File: config.mk
export PLATFORM = sky130hd
export DESIGN_NAME = line_framed_receive_ring
export DESIGN_NICKNAME = d
export VERILOG_FILES = /design/src/rtl/lfrr_pkg.sv /design/src/rtl/lfrr_ram.sv /design/src/rtl/lfrr_ptrs.sv /design/src/rtl/line_framed_receive_ring.sv
export SDC_FILE = /design/constraint.sdc
export NUM_CORES = 2
export LEC_CHECK = 0
export ABC_AREA = 1
export BUFFER_PORTS_ARGS = -buffer_cell sky130_fd_sc_hd__buf_2
export CORE_UTILIZATION = 63
export DETAILED_ROUTE_END_ITERATION = 7
export PLACE_DENSITY_LB_ADDON = 0.12
export SLEW_MARGIN = 30
export SYNTH_ARGS = -nofsm -noshare
export SYNTH_HDL_FRONTEND = slang
export SYNTH_SLANG_ARGS = --single-unit
File: constraint.sdc
create_clock -name i_clk -period 3.99 [get_ports i_clk]
set_input_delay 0.798 -clock i_clk [delete_from_list [all_inputs] [get_ports i_clk]]
set_output_delay 0.798 -clock i_clk [all_outputs]
set_load 0.01 [all_outputs]
File: src/rtl/lfrr_pkg.sv
// Shared types and constants for the line-framed receive ring.
`timescale 1ns / 1ps
`default_nettype none
package lfrr_pkg;

    localparam int DEF_RING_DEPTH = 256;
    localparam int DEF_LINE_LEN   = 64;
    localparam int BYTE_W         = 8;
    localparam int FRAMES_W       = 9;

    localparam logic [BYTE_W-1:0] CH_LF = 8'h0A;
    localparam logic [BYTE_W-1:0] CH_CR = 8'h0D;

    typedef struct packed {
        logic push;
        logic pop;
        logic frm_inc;
        logic frm_dec;
    } t_ring_cmd;

endpackage
`default_nettype wire

File: src/rtl/lfrr_ram.sv
// Generic single-write, single-read RAM with registered read data.
`timescale 1ns / 1ps
`default_nettype none
module lfrr_ram #(
    parameter int WIDTH = 8,
    parameter int DEPTH = 256
) (
    input  wire                      i_clk,
    input  wire                      i_we,
    input  wire  [$clog2(DEPTH)-1:0] i_waddr,
    input  wire  [WIDTH-1:0]         i_wdata,
    input  wire                      i_re,
    input  wire  [$clog2(DEPTH)-1:0] i_raddr,
    output logic [WIDTH-1:0]         o_rdata
);

    logic [WIDTH-1:0] r_mem [DEPTH];

    always_ff @(posedge i_clk) begin
        if (i_we) begin
            r_mem[i_waddr] <= i_wdata;
        end
        if (i_re) begin
            o_rdata <= r_mem[i_raddr];
        end
    end

endmodule
`default_nettype wire

File: src/rtl/lfrr_ptrs.sv
// Ring bookkeeping: write/read pointers, fill count and complete-frame count.
`timescale 1ns / 1ps
`default_nettype none
module lfrr_ptrs
    import lfrr_pkg::*;
#(
    parameter int RING_DEPTH = DEF_RING_DEPTH
) (
    input  wire                             i_clk,
    input  wire                             i_rst_n,
    input  wire t_ring_cmd                  i_cmd,
    output logic [$clog2(RING_DEPTH)-1:0]   o_wr_ptr,
    output logic [$clog2(RING_DEPTH)-1:0]   o_rd_ptr,
    output logic [$clog2(RING_DEPTH+1)-1:0] o_fill,
    output logic [FRAMES_W-1:0]             o_frames
);

    localparam int PTR_W  = $clog2(RING_DEPTH);
    localparam int FILL_W = $clog2(RING_DEPTH + 1);
    localparam logic [PTR_W-1:0] PTR_LAST = PTR_W'(RING_DEPTH - 1);

    logic [PTR_W-1:0]    r_wr_ptr, n_wr_ptr;
    logic [PTR_W-1:0]    r_rd_ptr, n_rd_ptr;
    logic [FILL_W-1:0]   r_fill, n_fill;
    logic [FRAMES_W-1:0] r_frames, n_frames;

    always_comb begin
        n_wr_ptr = r_wr_ptr;
        n_rd_ptr = r_rd_ptr;
        n_fill   = r_fill;
        n_frames = r_frames;
        if (i_cmd.push) begin
            n_wr_ptr = (r_wr_ptr == PTR_LAST) ? '0 : r_wr_ptr + PTR_W'(1);
        end
        if (i_cmd.pop) begin
            n_rd_ptr = (r_rd_ptr == PTR_LAST) ? '0 : r_rd_ptr + PTR_W'(1);
        end
        if (i_cmd.push && !i_cmd.pop) begin
            n_fill = r_fill + FILL_W'(1);
        end else if (i_cmd.pop && !i_cmd.push) begin
            n_fill = r_fill - FILL_W'(1);
        end
        if (i_cmd.frm_inc && !i_cmd.frm_dec) begin
            n_frames = r_frames + FRAMES_W'(1);
        end else if (i_cmd.frm_dec && !i_cmd.frm_inc) begin
            n_frames = r_frames - FRAMES_W'(1);
        end
    end

    always_ff @(posedge i_clk) begin
        if (!i_rst_n) begin
            r_wr_ptr <= '0;
            r_rd_ptr <= '0;
            r_fill   <= '0;
            r_frames <= '0;
        end else begin
            r_wr_ptr <= n_wr_ptr;
            r_rd_ptr <= n_rd_ptr;
            r_fill   <= n_fill;
            r_frames <= n_frames;
        end
    end

    assign o_wr_ptr = r_wr_ptr;
    assign o_rd_ptr = r_rd_ptr;
    assign o_fill   = r_fill;
    assign o_frames = r_frames;

endmodule
`default_nettype wire

File: src/rtl/line_framed_receive_ring.sv
// A received byte's status transfer is registered: it is shown in the cycle
// after acceptance. Frame requests read each ring byte (S_FETCH), compare it
// (S_EXAM) and wait on output stalls; each kept character is its own transfer.
// Throughput: one item at a time; input stalls while draining or a result waits.
// Reset: synchronous active low; clears pointers, counts and sequencer.
// Ring contents are not cleared; no clearing pass.
`timescale 1ns / 1ps
`default_nettype none
module line_framed_receive_ring
    import lfrr_pkg::*;
#(
    parameter int RING_DEPTH = DEF_RING_DEPTH,
    parameter int LINE_LEN   = DEF_LINE_LEN
) (
    input  wire                 i_clk,
    input  wire                 i_rst_n,
    input  wire                 i_in_valid,
    output logic                o_in_stall,
    input  wire                 i_op,
    input  wire  [BYTE_W-1:0]   i_rx_byte,
    output logic                o_out_valid,
    input  wire                 i_out_stall,
    output logic [BYTE_W-1:0]   o_frame_char,
    output logic                o_char_valid,
    output logic                o_frame_ok,
    output logic                o_dropped,
    output logic [FRAMES_W-1:0] o_frames_waiting,
    output logic                o_last
);

    localparam int PTR_W  = $clog2(RING_DEPTH);
    localparam int FILL_W = $clog2(RING_DEPTH + 1);
    localparam int KEPT_W = $clog2(LINE_LEN);
    localparam logic [FILL_W-1:0] FILL_FULL = FILL_W'(RING_DEPTH);
    localparam logic [KEPT_W-1:0] KEPT_MAX  = KEPT_W'(LINE_LEN - 1);

    localparam logic [1:0] S_IDLE  = 2'd0;
    localparam logic [1:0] S_FETCH = 2'd1;
    localparam logic [1:0] S_EXAM  = 2'd2;

    logic [1:0]          r_state, n_state;
    logic [KEPT_W-1:0]   r_kept, n_kept;
    logic [BYTE_W-1:0]   r_hold, n_hold;
    logic                r_ov, n_ov;
    logic [BYTE_W-1:0]   r_char, n_char;
    logic                r_cv, n_cv;
    logic                r_ok, n_ok;
    logic                r_drop, n_drop;
    logic [FRAMES_W-1:0] r_fw, n_fw;
    logic                r_last, n_last;

    t_ring_cmd           ring_cmd;
    logic [PTR_W-1:0]    wr_ptr, rd_ptr;
    logic [FILL_W-1:0]   fill;
    logic [FRAMES_W-1:0] frames;
    logic                ram_we, ram_re;
    logic [BYTE_W-1:0]   ram_rdata;
    logic                in_acc, out_free, full;

    lfrr_ptrs #(
        .RING_DEPTH(RING_DEPTH)
    ) u_ptrs (
        .i_clk   (i_clk),
        .i_rst_n (i_rst_n),
        .i_cmd   (ring_cmd),
        .o_wr_ptr(wr_ptr),
        .o_rd_ptr(rd_ptr),
        .o_fill  (fill),
        .o_frames(frames)
    );

    lfrr_ram #(
        .WIDTH(BYTE_W),
        .DEPTH(RING_DEPTH)
    ) u_ring (
        .i_clk  (i_clk),
        .i_we   (ram_we),
        .i_waddr(wr_ptr),
        .i_wdata(i_rx_byte),
        .i_re   (ram_re),
        .i_raddr(rd_ptr),
        .o_rdata(ram_rdata)
    );

    assign o_in_stall = (r_state != S_IDLE) || r_ov;
    assign in_acc     = i_in_valid && !o_in_stall;
    assign out_free   = !r_ov || !i_out_stall;
    assign full       = (fill == FILL_FULL);

    always_comb begin
        n_state  = r_state;
        n_kept   = r_kept;
        n_hold   = r_hold;
        n_ov     = r_ov && i_out_stall;
        n_char   = r_char;
        n_cv     = r_cv;
        n_ok     = r_ok;
        n_drop   = r_drop;
        n_fw     = r_fw;
        n_last   = r_last;
        ring_cmd = '0;
        ram_we   = 1'b0;
        ram_re   = 1'b0;
        unique case (r_state)
            S_IDLE: begin
                if (in_acc) begin
                    if (!i_op) begin
                        n_ov   = 1'b1;
                        n_char = '0;
                        n_cv   = 1'b0;
                        n_ok   = 1'b0;
                        n_drop = full;
                        n_last = 1'b1;
                        n_fw   = frames;
                        if (!full) begin
                            ram_we        = 1'b1;
                            ring_cmd.push = 1'b1;
                            if (i_rx_byte == CH_LF) begin
                                ring_cmd.frm_inc = 1'b1;
                                n_fw             = frames + FRAMES_W'(1);
                            end
                        end
                    end else if (frames == '0) begin
                        n_ov   = 1'b1;
                        n_char = '0;
                        n_cv   = 1'b0;
                        n_ok   = 1'b0;
                        n_drop = 1'b0;
                        n_last = 1'b1;
                        n_fw   = frames;
                    end else begin
                        n_kept  = '0;
                        n_state = S_FETCH;
                    end
                end
            end
            S_FETCH: begin
                ram_re  = 1'b1;
                n_state = S_EXAM;
            end
            S_EXAM: begin
                if (ram_rdata == CH_LF) begin
                    if (r_kept == '0) begin
                        // empty frame: skip it, or report none if it was the last
                        ring_cmd.pop     = 1'b1;
                        ring_cmd.frm_dec = 1'b1;
                        if (frames == FRAMES_W'(1)) begin
                            n_ov    = 1'b1;
                            n_char  = '0;
                            n_cv    = 1'b0;
                            n_ok    = 1'b0;
                            n_drop  = 1'b0;
                            n_last  = 1'b1;
                            n_fw    = '0;
                            n_state = S_IDLE;
                        end else begin
                            n_state = S_FETCH;
                        end
                    end else if (out_free) begin
                        ring_cmd.pop     = 1'b1;
                        ring_cmd.frm_dec = 1'b1;
                        n_ov    = 1'b1;
                        n_char  = r_hold;
                        n_cv    = 1'b1;
                        n_ok    = 1'b1;
                        n_drop  = 1'b0;
                        n_last  = 1'b1;
                        n_fw    = frames - FRAMES_W'(1);
                        n_state = S_IDLE;
                    end
                end else if (ram_rdata == CH_CR || r_kept == KEPT_MAX) begin
                    ring_cmd.pop = 1'b1;
                    n_state      = S_FETCH;
                end else if (r_kept == '0) begin
                    ring_cmd.pop = 1'b1;
                    n_hold       = ram_rdata;
                    n_kept       = KEPT_W'(1);
                    n_state      = S_FETCH;
                end else if (out_free) begin
                    // one character held back so the final one can carry last
                    ring_cmd.pop = 1'b1;
                    n_ov    = 1'b1;
                    n_char  = r_hold;
                    n_cv    = 1'b1;
                    n_ok    = 1'b1;
                    n_drop  = 1'b0;
                    n_last  = 1'b0;
                    n_fw    = frames - FRAMES_W'(1);
                    n_hold  = ram_rdata;
                    n_kept  = r_kept + KEPT_W'(1);
                    n_state = S_FETCH;
                end
            end
            default: begin
                n_state = S_IDLE;
            end
        endcase
    end

    always_ff @(posedge i_clk) begin
        if (!i_rst_n) begin
            r_state <= S_IDLE;
            r_ov    <= 1'b0;
        end else begin
            r_state <= n_state;
            r_ov    <= n_ov;
        end
    end

    always_ff @(posedge i_clk) begin
        r_kept <= n_kept;
        r_hold <= n_hold;
        r_char <= n_char;
        r_cv   <= n_cv;
        r_ok   <= n_ok;
        r_drop <= n_drop;
        r_fw   <= n_fw;
        r_last <= n_last;
    end

    assign o_out_valid      = r_ov;
    assign o_frame_char     = r_char;
    assign o_char_valid     = r_cv;
    assign o_frame_ok       = r_ok;
    assign o_dropped        = r_drop;
    assign o_frames_waiting = r_fw;
    assign o_last           = r_last;

    a_fill_range: assert property (@(posedge i_clk) disable iff (!i_rst_n)
        fill <= FILL_FULL)
        else $error("ring fill count above depth");

    a_frames_le_fill: assert property (@(posedge i_clk) disable iff (!i_rst_n)
        {1'b0, frames} <= 10'(fill))
        else $error("more frames than stored bytes");

    a_fetch_nonempty: assert property (@(posedge i_clk) disable iff (!i_rst_n)
        (r_state == S_FETCH) |-> (fill != '0) && (frames != '0))
        else $error("drain reads an empty ring");

    a_byte_status: assert property (@(posedge i_clk) disable iff (!i_rst_n)
        (in_acc && !i_op) |=> (o_out_valid && o_last && !o_char_valid))
        else $error("received byte gave no status transfer");

endmodule
`default_nettype wire
==> results.md <==
* Latest clock arrival within the worst-skew pair at 850 ps
* Status: finished with violations
* Syn_area_per_cell at 10.7 um^2
* Clk pwr share at roughly 43%
* Initial Util at 63.7%
* CTS resizes at 0
* Residual DRC at 2
* # fillers at 10100
* Via count at just over 60000
* Share of cells above drive strength 1 at 7.09%
* Total gr overflow at 0
* Crit path DAT at approximately 4100 ps
* Synth Register Bits at between 2000 and 2500
* Post-DP HPWL at 141000 um
* FP Rows at 138
* Fin crit share at between 80 and 90%
* Worst slew pin tran at around 1100 ps
* Wirelength per Cell at 22.6 um
* FF+latch area at 63500 um^2
* Power Dens Cells at 447 nW/um^2
* Final Hold Fails at 0
* Relative slew slack at 25.0%
* CTS tree: yes
* Die Width at between 300 and 400 um
* Leakage power at 38.0 nW
* Max frequency at 296 MHz
* Top Ports at 36
* Port Buffers at 35
* Pins Over Slew Limit at 0
* Commonest non-fill, non-tap cell in the layout: nand2_1
* Post-Syn Area at around 90000 um^2
* Clock-pin transition on the worst setup and hold timing paths at 60 ps
* Most frequent cells in the layout: nand2_1 (2305), edfxtp_1 (2091), nor2_1 (1270)
* Clk root buf: clkbuf_16
* # hold bufs at CTS at 0
* Die height at 381 um
* Maxcap violations at 0
* Initial antenna violation count at 3
* Pwr Total at 44.6 mW
* VDD IR-drop max at 0.482 mV
* Detailed Route WL at 239000 um
* Synthesized Nets at 8513
* Die ar. at approximately 140000 um^2
* Post-synthesis sequential area ratio at between 70% and 80%
* Setup ws final at 615 ps
* Sw Share at roughly 20%
* Worst min-delay path category: in -> reg
* # clock sinks at 2128
* Final setup viols at 0
* Failing checks: DRC
* Maximum fanout along the worst path at 8
* Gate power share at 1.7%
* RePlAce Congestion at about 0.9
* Drt first pass iters at 8
* Critical path capture point type: flop
* Yosys warns at 0
* Sequential share of power at a little under three fifths
* Crit Path Class: reg -> reg
* TritonCTS Buffers at 206
* Max Root-Sink Buffers at 3
* Setup TNS Final at 0 ps
* Overall routing resource usage at 32.8%
* Required @ worst endpoint at about 4700 ps
* Area of the multi-input gates at 22100 um^2
* Unrepaired setup endpoints after global routing: no
* H-tree levels at 4
* Global-route wire length before repair at around 360000 um
* Pre-CTS setup slack at 444 ps
* Minimum clock period at 3370 ps
* Largest net degree at the start of global routing at 187
* Detail Route Antenna Nets at 0
* Startpoint Class: flop
* Synth cell types at 34
* Core footprint at 142000 um^2
* Detailed Route Iter0 Violations at roughly 8000
* Cells after Synth at about 8500
* Vias per cell at just under 6
* Int Power at 35.7 mW
* Layout area overhead at 10.3%
* Vias in the first global route at approximately 59000
* Sw power at 8.92 mW
* Worst Skew at between 20 and 30 ps
* Post-CTS Setup Inserts at 0
* NumNets Final at 8530
-- registers in the layout, summed over array words and instances (netlist names) --
register and cells:
o_frames_waiting 9, o_frame_ok 1, o_out_valid 1, o_frame_char 8, u_ring.o_rdata 8, o_char_valid 1, u_ptrs.o_frames 9, o_last 1
u_ptrs.o_rd_ptr 8, u_ring.r_mem 2048, u_ptrs.o_fill 9, r_hold 8, r_state 2, u_ptrs.o_wr_ptr 8, o_dropped 1, r_kept 6
-- layer usage --
layer | vias to the layer above | share of wire, % | GRT usage [%]
li1 | 28400 | - | -
met1 | 29600 | 39 | 44.4
met2 | 3201 | 47 | 51.9
met3 | 550 | 9.8 | 6.48
met4 | 0 | 4.8 | 15.0
met5 | - | 0 | 0
-- cell type report --
cell class                 count  share of cell area, %
antenna                        1                0.00251
clock buffer                 263                   5.49
clock inverter               121                   1.19
inverter                     684                   2.60
multi-input combinational   5195                   22.1
sequential                  2128                   63.7
tap                         1890                   2.37
timing repair buffer         280                   2.53
-- kinds of logic (layout without fill, tap and decap cells) --
| kind of cell | after synthesis | count (layout) | share of synthesized area (%) |
|---|---|---|---|
| buf+inv | 1155 | 1348 | 5.37 |
| compound gates | 795 | 795 | 4.59 |
| other cells | 0 | 1 | 0 |
| simple gates | 4353 | 4353 | 19.2 |
| fa+ha+maj | 22 | 22 | 0.313 |
| mux | 1 | 1 | 0.0111 |
| flops | 2128 | 2128 | 70.3 |
| xor+xnor | 24 | 24 | 0.233 |
-- stage by stage --
stage | utilization (%) | hold WS, ps | area [um^2] | cells
finish | 70.3 | 280 | 99700 | 10600
global route | 70.3 | 267 | 99700 | 10600
floorplan | - | 426 | 90400 | 8478
CTS | 70.3 | 237 | 99700 | 10600
detailed placement | 65.6 | 437 | 93100 | 10200
global placement | 65.6 | 433 | 93100 | 10200
-- critical path, cell delays in order (launching register included) --
cell      delay, ps
edfxtp_1        380
ha_1            180
nand2_1          70
nor2_1          200
nand3_1         130
nand2_1         160
nand3_1          90
nand2_1         100
clkinv_1         90
ha_1            260
inv_1           270
ha_1            340
a21oi_1         150
nand2_1         100
a21oi_1         220
o21ai_0         110
nand2_1          70
nand2_1          60
nand2_1          50
nand2_1          40
o21ai_0         140
inv_1            50
-- cells in the mapped netlist --
library cell	number	area, um^2
nand2_1	2317	8700
edfxtp_1	2091	62800
nor2_1	1273	4780
nand3_1	718	3590
inv_1	669	2510
o21ai_0	566	2830
buf_2	180	901
clkbuf_1	161	604
a21oi_1	133	666
buf_1	75	282
o211ai_1	59	443
dfxtp_1	37	741
buf_4	32	240
buf_6	22	248
o21ai_1	22	110
ha_1	21	263
or2_2	20	125
xor2_1	18	158
clkinv_1	12	45.0
nor3_1	10	50.1
o22ai_1	9	56.3
nand4_1	8	50.1
xnor2_1	6	52.6
a31oi_1	4	25.0
inv_2	3	11.3
nor4_1	3	18.8
nor3b_1	2	15.0
a211oi_1	1	7.51
buf_8	1	15.0
fa_1	1	20.0
mux2i_1	1	10.0
nor3_4	1	16.3
nor4b_1	1	8.76
o31ai_1	1	7.51
-- final timing paths --
kind         slack [ps]  cells past startpoint                         from                            end
max reg2reg         620                     21      r_kept[0]$_SDFFCE_PN0P_  u_ptrs.o_fill[7]$_SDFFE_PN0P_
min                 280                      1                 i_rx_byte[7]  u_ring.r_mem[76][7]$_DFFE_PP_
min reg2reg         450                      0  u_ring.o_rdata[7]$_DFFE_PN_            r_hold[7]$_DFFE_PP_
max                 620                     21      r_kept[0]$_SDFFCE_PN0P_  u_ptrs.o_fill[7]$_SDFFE_PN0P_
-- power by group through the flow --
stage / combinational (mW) / clock, mW / sequential, mW
5_1_grt: 0.791 / 20.2 / 24.6
4_1_cts: 0.743 / 19.4 / 24.6
3_3_place_gp: 0.734 / 0 / 25.1
3_5_place_dp: 0.741 / 0 / 25.1
2_1_floorplan: 0.172 / 0 / 25.1
6_report: 0.751 / 19.2 / 24.6
Power figures use the tool's default switching activity.
